## src/rtl/interrupt_steering_timer_regs_top_assert.svh

```systemverilog
// ----------------------------------------------------------------------------
// Assertion macros for the interrupt steering and timer-load block.
// Each macro expands to one labeled concurrent assertion on clk_i and rst_ni.
// ----------------------------------------------------------------------------
`ifndef INTERRUPT_STEERING_TIMER_REGS_TOP_ASSERT_SVH
`define INTERRUPT_STEERING_TIMER_REGS_TOP_ASSERT_SVH

// Same-cycle implication: when ante holds, cons must hold in that cycle.
`define IST_ASSERT_SAME(lbl, ante, cons, msg) \
  lbl: assert property (@(posedge clk_i) disable iff (!rst_ni) \
    (ante) |-> (cons)) else $error(msg);

// Next-cycle implication: when ante holds, cons must hold in the next cycle.
`define IST_ASSERT_NEXT(lbl, ante, cons, msg) \
  lbl: assert property (@(posedge clk_i) disable iff (!rst_ni) \
    (ante) |=> (cons)) else $error(msg);

`endif

```

## src/rtl/ist_pkg.sv

```systemverilog
// ----------------------------------------------------------------------------
// ist_pkg
// Shared types, register offsets and the source bit table.
// ----------------------------------------------------------------------------
package ist_pkg;

  typedef enum logic [1:0] {
    FUNC_WRITE = 2'd0,
    FUNC_READ  = 2'd1,
    FUNC_EVENT = 2'd2
  } func_e;

  localparam logic [7:0] ADDR_INIT0      = 8'h90;
  localparam logic [7:0] ADDR_IRQ_STEER  = 8'h92;
  localparam logic [7:0] ADDR_FIRQ_STEER = 8'h93;
  localparam logic [7:0] ADDR_TIMER_HI   = 8'h94;
  localparam logic [7:0] ADDR_TIMER_LO   = 8'h95;

  localparam logic [1:0] SRC_KEYBOARD   = 2'd0;
  localparam logic [1:0] SRC_VERTICAL   = 2'd1;
  localparam logic [1:0] SRC_HORIZONTAL = 2'd2;
  localparam logic [1:0] SRC_TIMER      = 2'd3;

  localparam int unsigned TickW = 13;

  typedef struct packed {
    func_e      func;
    logic [7:0] addr;
    logic [7:0] wdata;
    logic [1:0] source;
  } item_t;

  typedef struct packed {
    logic [7:0] read_data;
    logic       irq_fire;
    logic       firq_fire;
  } result_t;

  // Bit that each source owns in the steering and latch registers.
  function automatic logic [7:0] src_bit(input logic [1:0] src);
    logic [7:0] b;
    unique case (src)
      SRC_KEYBOARD:   b = 8'h02;
      SRC_VERTICAL:   b = 8'h08;
      SRC_HORIZONTAL: b = 8'h10;
      SRC_TIMER:      b = 8'h20;
      default:        b = 8'h00;
    endcase
    return b;
  endfunction

endpackage

```

## src/rtl/ist_regmem.sv

```systemverilog
// ----------------------------------------------------------------------------
// ist_regmem
// Byte-wide register file with per-entry valid bits and write forwarding.
// ----------------------------------------------------------------------------
module ist_regmem
  import ist_pkg::*;
(
  input  logic       clk_i,
  input  logic       rst_ni,
  input  logic       we_i,
  input  logic [7:0] waddr_i,
  input  logic [7:0] wdata_i,
  input  logic       re_i,
  input  logic [7:0] raddr_i,
  output logic [7:0] rdata_o
);

  logic [7:0] mem_q [256];
  logic [7:0] mem_rd_q;
  logic [255:0] vld_q;
  logic       vld_rd_q;
  logic       hit_q;
  logic [7:0] hit_data_q;

  always_ff @(posedge clk_i) begin
    if (we_i) begin
      mem_q[waddr_i] <= wdata_i;
    end
    if (re_i) begin
      mem_rd_q <= mem_q[raddr_i];
    end
  end

  // An entry never written since reset reads as zero. A read issued in the
  // same cycle as a write to its address returns the new byte.
  always_ff @(posedge clk_i or negedge rst_ni) begin
    if (!rst_ni) begin
      vld_q      <= '0;
      vld_rd_q   <= 1'b0;
      hit_q      <= 1'b0;
      hit_data_q <= 8'h00;
    end else begin
      if (we_i) begin
        vld_q[waddr_i] <= 1'b1;
      end
      if (re_i) begin
        vld_rd_q   <= vld_q[raddr_i];
        hit_q      <= we_i && (waddr_i == raddr_i);
        hit_data_q <= wdata_i;
      end
    end
  end

  assign rdata_o = hit_q ? hit_data_q : (vld_rd_q ? mem_rd_q : 8'h00);

endmodule

```

## src/rtl/ist_steer.sv

```systemverilog
// ----------------------------------------------------------------------------
// ist_steer
// Steering, mode, latch and timer-load state with the per-item decode.
// ----------------------------------------------------------------------------
module ist_steer
  import ist_pkg::*;
#(
  parameter int unsigned TIMER_BIAS = 2
) (
  input  logic       clk_i,
  input  logic       rst_ni,
  input  logic       adv_i,
  input  item_t      item_i,
  input  logic [7:0] mem_rdata_i,
  output result_t    result_o
);

  logic             irq_mode_q, irq_mode_d;
  logic             firq_mode_q, firq_mode_d;
  logic [2:0]       en_q, en_d;
  logic [7:0]       irq_latch_q, irq_latch_d;
  logic [7:0]       firq_latch_q, firq_latch_d;
  logic [7:0]       steer_irq_q, steer_irq_d;
  logic [7:0]       steer_firq_q, steer_firq_d;
  logic [3:0]       tmr_hi_q, tmr_hi_d;
  logic [7:0]       tmr_lo_q, tmr_lo_d;
  logic [TickW-1:0] tick_q, tick_d;

  logic [7:0] bit_w;
  logic [3:0] en_ext;
  logic [7:0] steer_or;

  always_comb begin
    irq_mode_d   = irq_mode_q;
    firq_mode_d  = firq_mode_q;
    en_d         = en_q;
    irq_latch_d  = irq_latch_q;
    firq_latch_d = firq_latch_q;
    steer_irq_d  = steer_irq_q;
    steer_firq_d = steer_firq_q;
    tmr_hi_d     = tmr_hi_q;
    tmr_lo_d     = tmr_lo_q;
    tick_d       = tick_q;
    result_o     = '0;
    bit_w        = src_bit(item_i.source);
    en_ext       = {1'b1, en_q};
    steer_or     = 8'h00;

    unique case (item_i.func)
      FUNC_WRITE: begin
        if (item_i.addr == ADDR_INIT0) begin
          firq_mode_d = item_i.wdata[4];
          irq_mode_d  = item_i.wdata[5];
        end else if (item_i.addr == ADDR_IRQ_STEER ||
                     item_i.addr == ADDR_FIRQ_STEER) begin
          if (item_i.addr == ADDR_IRQ_STEER) begin
            steer_irq_d = item_i.wdata;
          end else begin
            steer_firq_d = item_i.wdata;
          end
          steer_or = steer_irq_d | steer_firq_d;
          en_d     = {steer_or[4], steer_or[3], steer_or[1]};
        end else if (item_i.addr == ADDR_TIMER_HI) begin
          tmr_hi_d = item_i.wdata[3:0];
          tick_d   = TickW'({1'b0, tmr_hi_d, tmr_lo_q}) + TickW'(TIMER_BIAS);
        end else if (item_i.addr == ADDR_TIMER_LO) begin
          tmr_lo_d = item_i.wdata;
        end
      end
      FUNC_READ: begin
        if (item_i.addr == ADDR_IRQ_STEER) begin
          result_o.read_data = irq_latch_q;
          irq_latch_d        = 8'h00;
        end else if (item_i.addr == ADDR_FIRQ_STEER) begin
          result_o.read_data = firq_latch_q;
          firq_latch_d       = 8'h00;
        end else if (item_i.addr == ADDR_TIMER_HI) begin
          result_o.read_data = 8'(tick_q[TickW-1:8]);
        end else if (item_i.addr == ADDR_TIMER_LO) begin
          result_o.read_data = tick_q[7:0];
        end else begin
          result_o.read_data = mem_rdata_i;
        end
      end
      FUNC_EVENT: begin
        // The timer source has no enable bit and is always eligible.
        if (en_ext[item_i.source]) begin
          if (((steer_firq_q & bit_w) != 8'h00) && firq_mode_q) begin
            result_o.firq_fire = 1'b1;
            firq_latch_d       = firq_latch_q | bit_w;
          end else if (((steer_irq_q & bit_w) != 8'h00) && irq_mode_q) begin
            result_o.irq_fire = 1'b1;
            irq_latch_d       = irq_latch_q | bit_w;
          end
        end
      end
      default: begin
      end
    endcase
  end

  always_ff @(posedge clk_i or negedge rst_ni) begin
    if (!rst_ni) begin
      irq_mode_q   <= 1'b0;
      firq_mode_q  <= 1'b0;
      en_q         <= 3'b000;
      irq_latch_q  <= 8'h00;
      firq_latch_q <= 8'h00;
      steer_irq_q  <= 8'h00;
      steer_firq_q <= 8'h00;
      tmr_hi_q     <= 4'h0;
      tmr_lo_q     <= 8'h00;
      tick_q       <= '0;
    end else if (adv_i) begin
      irq_mode_q   <= irq_mode_d;
      firq_mode_q  <= firq_mode_d;
      en_q         <= en_d;
      irq_latch_q  <= irq_latch_d;
      firq_latch_q <= firq_latch_d;
      steer_irq_q  <= steer_irq_d;
      steer_firq_q <= steer_firq_d;
      tmr_hi_q     <= tmr_hi_d;
      tmr_lo_q     <= tmr_lo_d;
      tick_q       <= tick_d;
    end
  end

endmodule

```

## src/rtl/interrupt_steering_timer_regs_top.sv

```systemverilog
// ----------------------------------------------------------------------------
// interrupt_steering_timer_regs_top: interrupt steering and timer-load unit
// The accepted word sits in the input register, and its result enters the result
// register once that register is free or drained, and is then offered downstream.
// Throughput: one word per cycle. The input stalls only while both stages are
// full and the result register is not drained. Reset clears all control state;
// the register file reads as zero until written.
// ----------------------------------------------------------------------------
`include "interrupt_steering_timer_regs_top_assert.svh"

module interrupt_steering_timer_regs_top
  import ist_pkg::*;
#(
  parameter int unsigned TIMER_BIAS = 2
) (
  input  logic        clk_i,
  input  logic        rst_ni,
  input  logic        s_axis_tvalid_i,
  output logic        s_axis_tready_o,
  // tdata fields from bit 0 up: addr[7:0], wdata[15:8], source[17:16], zero pad.
  input  logic [23:0] s_axis_tdata_i,
  // tuser fields from bit 0 up: func[1:0].
  input  logic [1:0]  s_axis_tuser_i,
  output logic        m_axis_tvalid_o,
  input  logic        m_axis_tready_i,
  // tdata fields from bit 0 up: read_data[7:0], irq_fire[8], firq_fire[9], zero pad.
  output logic [15:0] m_axis_tdata_o
);

  // The first stage holds the accepted word while the register file read,
  // issued on acceptance, completes. The second stage is the result register
  // which lets a new word enter while an earlier result waits downstream.
  logic    s1_valid_q, s1_valid_d;
  item_t   s1_q;
  logic    out_valid_q, out_valid_d;
  result_t out_q;

  logic    in_acc;
  logic    out_acc;
  logic    s1_adv;
  item_t   in_item;
  result_t res;
  logic [7:0] mem_rdata;

  assign in_item.func   = func_e'(s_axis_tuser_i);
  assign in_item.addr   = s_axis_tdata_i[7:0];
  assign in_item.wdata  = s_axis_tdata_i[15:8];
  assign in_item.source = s_axis_tdata_i[17:16];

  // The first stage moves on whenever the result register is free or drained.
  assign s1_adv          = s1_valid_q && (!out_valid_q || m_axis_tready_i);
  assign s_axis_tready_o = !s1_valid_q || s1_adv;
  assign in_acc          = s_axis_tvalid_i && s_axis_tready_o;
  assign out_acc         = m_axis_tvalid_o && m_axis_tready_i;

  always_comb begin
    s1_valid_d = s1_valid_q;
    if (in_acc) begin
      s1_valid_d = 1'b1;
    end else if (s1_adv) begin
      s1_valid_d = 1'b0;
    end
    out_valid_d = out_valid_q;
    if (s1_adv) begin
      out_valid_d = 1'b1;
    end else if (out_acc) begin
      out_valid_d = 1'b0;
    end
  end

  always_ff @(posedge clk_i or negedge rst_ni) begin
    if (!rst_ni) begin
      s1_valid_q  <= 1'b0;
      out_valid_q <= 1'b0;
    end else begin
      s1_valid_q  <= s1_valid_d;
      out_valid_q <= out_valid_d;
    end
  end

  always_ff @(posedge clk_i) begin
    if (in_acc) begin
      s1_q <= in_item;
    end
    if (s1_adv) begin
      out_q <= res;
    end
  end

  // Every write lands in the register file, including the special offsets;
  // reads of the steering and timer offsets are served by the steering unit instead.
  ist_regmem u_regmem (
    .clk_i   (clk_i),
    .rst_ni  (rst_ni),
    .we_i    (s1_adv && (s1_q.func == FUNC_WRITE)),
    .waddr_i (s1_q.addr),
    .wdata_i (s1_q.wdata),
    .re_i    (in_acc),
    .raddr_i (in_item.addr),
    .rdata_o (mem_rdata)
  );

  ist_steer #(
    .TIMER_BIAS (TIMER_BIAS)
  ) u_steer (
    .clk_i       (clk_i),
    .rst_ni      (rst_ni),
    .adv_i       (s1_adv),
    .item_i      (s1_q),
    .mem_rdata_i (mem_rdata),
    .result_o    (res)
  );

  assign m_axis_tvalid_o = out_valid_q;
  assign m_axis_tdata_o  = {6'b000000, out_q.firq_fire, out_q.irq_fire, out_q.read_data};

  `IST_ASSERT_SAME(a_ready_when_empty, !s1_valid_q, s_axis_tready_o,
    "input stage empty but not ready")
  `IST_ASSERT_SAME(a_fire_exclusive, s1_valid_q, !(res.irq_fire && res.firq_fire),
    "both interrupt requests raised by one word")
  `IST_ASSERT_SAME(a_fire_only_event, s1_valid_q && (s1_q.func != FUNC_EVENT),
    !res.irq_fire && !res.firq_fire, "interrupt request raised by a non-event word")
  `IST_ASSERT_NEXT(a_accept_fills, in_acc, s1_valid_q,
    "accepted word did not reach the input stage")

endmodule

```

## config.mk

```make
export PLATFORM = sky130hd
export DESIGN_NAME = interrupt_steering_timer_regs_top
export DESIGN_NICKNAME = d
export VERILOG_FILES = /design/src/rtl/ist_pkg.sv /design/src/rtl/ist_regmem.sv /design/src/rtl/ist_steer.sv /design/src/rtl/interrupt_steering_timer_regs_top.sv
export VERILOG_INCLUDE_DIRS = /design/src /design/src/rtl
export SDC_FILE = /design/constraint.sdc
export NUM_CORES = 2
export LEC_CHECK = 0
export ABC_AREA = 1
export BUFFER_PORTS_ARGS = -buffer_cell sky130_fd_sc_hd__buf_2
export CORE_ASPECT_RATIO = 0.75
export CORE_MARGIN = 2
export CORE_UTILIZATION = 40
export DETAILED_ROUTE_END_ITERATION = 12
export PLACE_DENSITY_LB_ADDON = 0.15
export SLEW_MARGIN = 15
export SYNTH_ARGS = -nofsm -noshare
export SYNTH_HDL_FRONTEND = slang
export SYNTH_SLANG_ARGS = --single-unit
export TNS_END_PERCENT = 30
```

## constraint.sdc

```tcl
create_clock -name clk_i -period 6.58 [get_ports clk_i]
set_input_delay 0.329 -clock clk_i [delete_from_list [all_inputs] [get_ports clk_i]]
set_output_delay 0.329 -clock clk_i [all_outputs]
set_load 0.1 [all_outputs]
```

==> impl_metrics.py <==
metrics = {
    "floorplan": {
        "die_y_um": 430,
        "coreArea_um2": 241000,
        "die_x_um": 572,
        "dieArea_um2": 246000,
        "start_util_pct": 40.2,
        "ios": 48,
        "fp-row-count": 156,
    },
    "worst_setup_path": {
        "worstPathRequired_ns": 7.06,
        "rr_endpoint": "u_regmem.mem_q[55][7]",
        "critPathCaptureType": "flop",
        "r2r_cells": 7,
        "worst-setup-path-type": "reg -> reg",
        "critPathArrivalTime_ns": 4.19,
        "timing.rr.start": "m_axis_tvalid_o",
        "reg2reg_slack_ns": 2.87,
        "start_kind": "flop",
        "worstPathMaxFanout": 16,
    },
    "logic_synthesis": {
        "synthXorXnorAreaFrac_pct": 0.0543,
        "ys_types": 42,
        "synth_area_um2": 96700,
        "synth_compound_area_share_pct": 6.84,
        "syn_avg_cell_area_um2": 11.9,
        "synthCells": 8105,
        "ys_async_sr_fraction_pct": 12.9,
        "synthAdderAreaFrac_pct": 0.0518,
        "synth_top_family_by_area": "simple AND/OR/NAND/NOR gates",
        "synth_mux_area_share_pct": 0,
        "synth_warnings": 0,
        "synth_ff_type": "edfxtp_1",
        "yosys.area_share.simple_pct": 17.2,
        "ys_seq_elements": 2396,
        "synth_seq_area_share_pct": 72.8,
        "synth_edf_count": 2086,
    },
    "placed_design": {
        "hpwl_um": 151000,
        "io_buffers": 35,
        "place_inst": 10900,
        "place.gp.congestion": 0.804,
    },
    "layout": {
        "mostFrequentLayoutCell": "edfxtp_1",
        "final_cell_mix": "edfxtp_1, nand2_1, nand3_1",
        "layout.cells.non_filler": 11400,
        "drive_gt1_share_pct": 8.58,
        "multi_input_area_um2": 23400,
        "areaGrowthSynthToFinish_pct": 10.7,
        "fin_nets": 7976,
        "regArea_um2": 70400,
        "fillers": 22000,
    },
    "clock_tree": {
        "cts_made_buffers": 232,
        "path_clk_slew_ns": 0.06,
        "post_cts_buffers": 0,
        "cts_tree": "done",
        "numClockSinks": 2396,
        "htree_num_levels": 4,
        "root_buffer": "clkbuf_16",
        "cts_resized": 0,
        "hold_buffers": 17,
        "worstSkewPairLatency_ns": 0.88,
        "clockBufferDepth": 4,
    },
    "grt": {
        "gr-total-overflow": 0,
        "grt_max_degree": 196,
        "grt.total_usage_pct": 22.4,
        "grt_pass1_vias": 59600,
        "antenna_found_initial": 9,
        "grt_first_pass_wirelength_um": 412000,
    },
    "timing": {
        "setup_viol": 0,
        "fmax_ghz": 0.269,
        "clock-skew-final_ns": 0.0336,
        "worst_pin_slew_ns": 1.23,
        "finalSetupTns_ns": 0,
        "final_max_slew_viol_count": 0,
        "period_share_pct": 56.5,
        "holdWs_ns": 0.0130,
        "slew-limit-headroom_pct": 17.9,
        "hold_violations": 0,
        "rsz0062_at_grt": "no",
        "layout_min_cycle_time_ns": 3.71,
    },
    "run": {
        "timing.max_cap.violations": 0,
    },
    "outcome": {
        "status": "complete, no violations",
    },
    "routing": {
        "vias": 63000,
        "drc": 0,
        "wl_um": 281000,
        "drt_pre_antenna_iters": 6,
        "wl_per_cell_um": 24.7,
        "drt_iter0_markers": 7160,
        "viasPerCell": 5.54,
        "final_antenna_net_count": 0,
    },
    "min_path": {
        "hp-class": "in -> async",
    },
    "power": {
        "power_density_nw_per_um2": 299,
        "vdd_ir_drop_max_uv": 242,
        "p_leak_nw": 37.6,
    },
}
[layout make-up]
class                      instances  share of cell area [%]
timing repair buffer             148                    1.39
inverter                         105                   0.403
multi-input combinational       5059                    21.8
sequential                      2396                    65.8
clock inverter                    88                   0.697
antenna                            3                 0.00701
clock buffer                     336                    6.10
tap                             3239                    3.79
[state kept, by name (all words and copies together) (netlist names), 3 cells and up]
name / cells
u_steer.tick_q: 13
u_regmem.mem_q: 2048
m_axis_tdata_o: 10
u_steer.irq_latch_q: 4
u_steer.steer_irq_q: 4
u_regmem.hit_data_q: 8
s1_q: 20
u_steer.en_q: 3
u_regmem.mem_rd_q: 8
u_regmem.vld_q: 256
u_steer.tmr_lo_q: 8
u_steer.steer_firq_q: 4
u_steer.firq_latch_q: 4
[synth_stat cells (35+ instances only)]
library cell  instances  area share [%]
a21oi_1              48            0.25
buf_1                65            0.25
buf_2               207             1.1
buf_4                35            0.27
clkbuf_1            216            0.84
dfrtp_1             310             8.0
edfxtp_1           2086              65
inv_1                85            0.33
nand2_1            1340             5.2
nand3_1            1202             6.2
nor2_1              991             3.8
o21ai_0             789             4.1
o22ai_1             357             2.3
or2_1                58            0.38
or2_2               198             1.3
[cell families after synthesis]
group                      count (synthesis)
adders and majority gates                  4
other                                      1
AOI/OAI and AO/OA                       1221
xor gates and xnor gates                   6
DFF                                     2396
and+or+nand+nor                         3822
buffers and inverters                    655
[worst max-delay path: stages (launching register included)]
cell and delay (ns):
dfrtp_1 0.39, nand2_1 0.09, nand2_1 0.09, inv_2 0.26
nand2_2 0.23, nor3_2 0.28, nand3_1 0.85, nor2_1 1.11
[routing by layer]
layer | GRT usage [%] | share of wire [%]
met5 | 0 | 0.0036
met1 | 34.1 | 46
met3 | 3.72 | 7.1
met2 | 33.4 | 44
met4 | 5.46 | 2.3
[stage by stage]
stage                     util, %  instance area (µm²)  setup slack (ns)  total power (W)
after global routing         44.5               107000              2.64           0.0329
after CTS                    44.5               107000              2.87           0.0321
after detailed placement     41.4                99600              2.64           0.0192
after floorplan                 -                96700              1.80           0.0184
final                        44.5               107000              2.87           0.0320
after global placement       41.4                99600              2.66           0.0191
[power by group]
| group | internal, W | switching (W) | leakage [nW] |
|---|---|---|---|
| clock network | 0.00736 | 0.00575 | 3.58 |
| registers | 0.0167 | 0.0000549 | 23.0 |
| logic | 0.000478 | 0.00164 | 11.0 |
[worst max-delay path by stage]
stage                      start               endpoint  slack [ns]
6_report         m_axis_tvalid_o  u_regmem.mem_q[55][7]        2.87
3_5_place_dp   s_axis_tdata_i[0]   u_regmem.mem_rd_q[4]        2.64
4_1_cts          m_axis_tvalid_o  u_regmem.mem_q[57][1]        2.87
2_1_floorplan            s1_q[2]     u_steer.tick_q[11]        1.80
3_3_place_gp   s_axis_tdata_i[0]   u_regmem.mem_rd_q[3]        2.66
5_1_grt          m_axis_tvalid_o  u_regmem.mem_q[57][1]        2.64
Note: power is estimated with default switching activity, not from simulation.
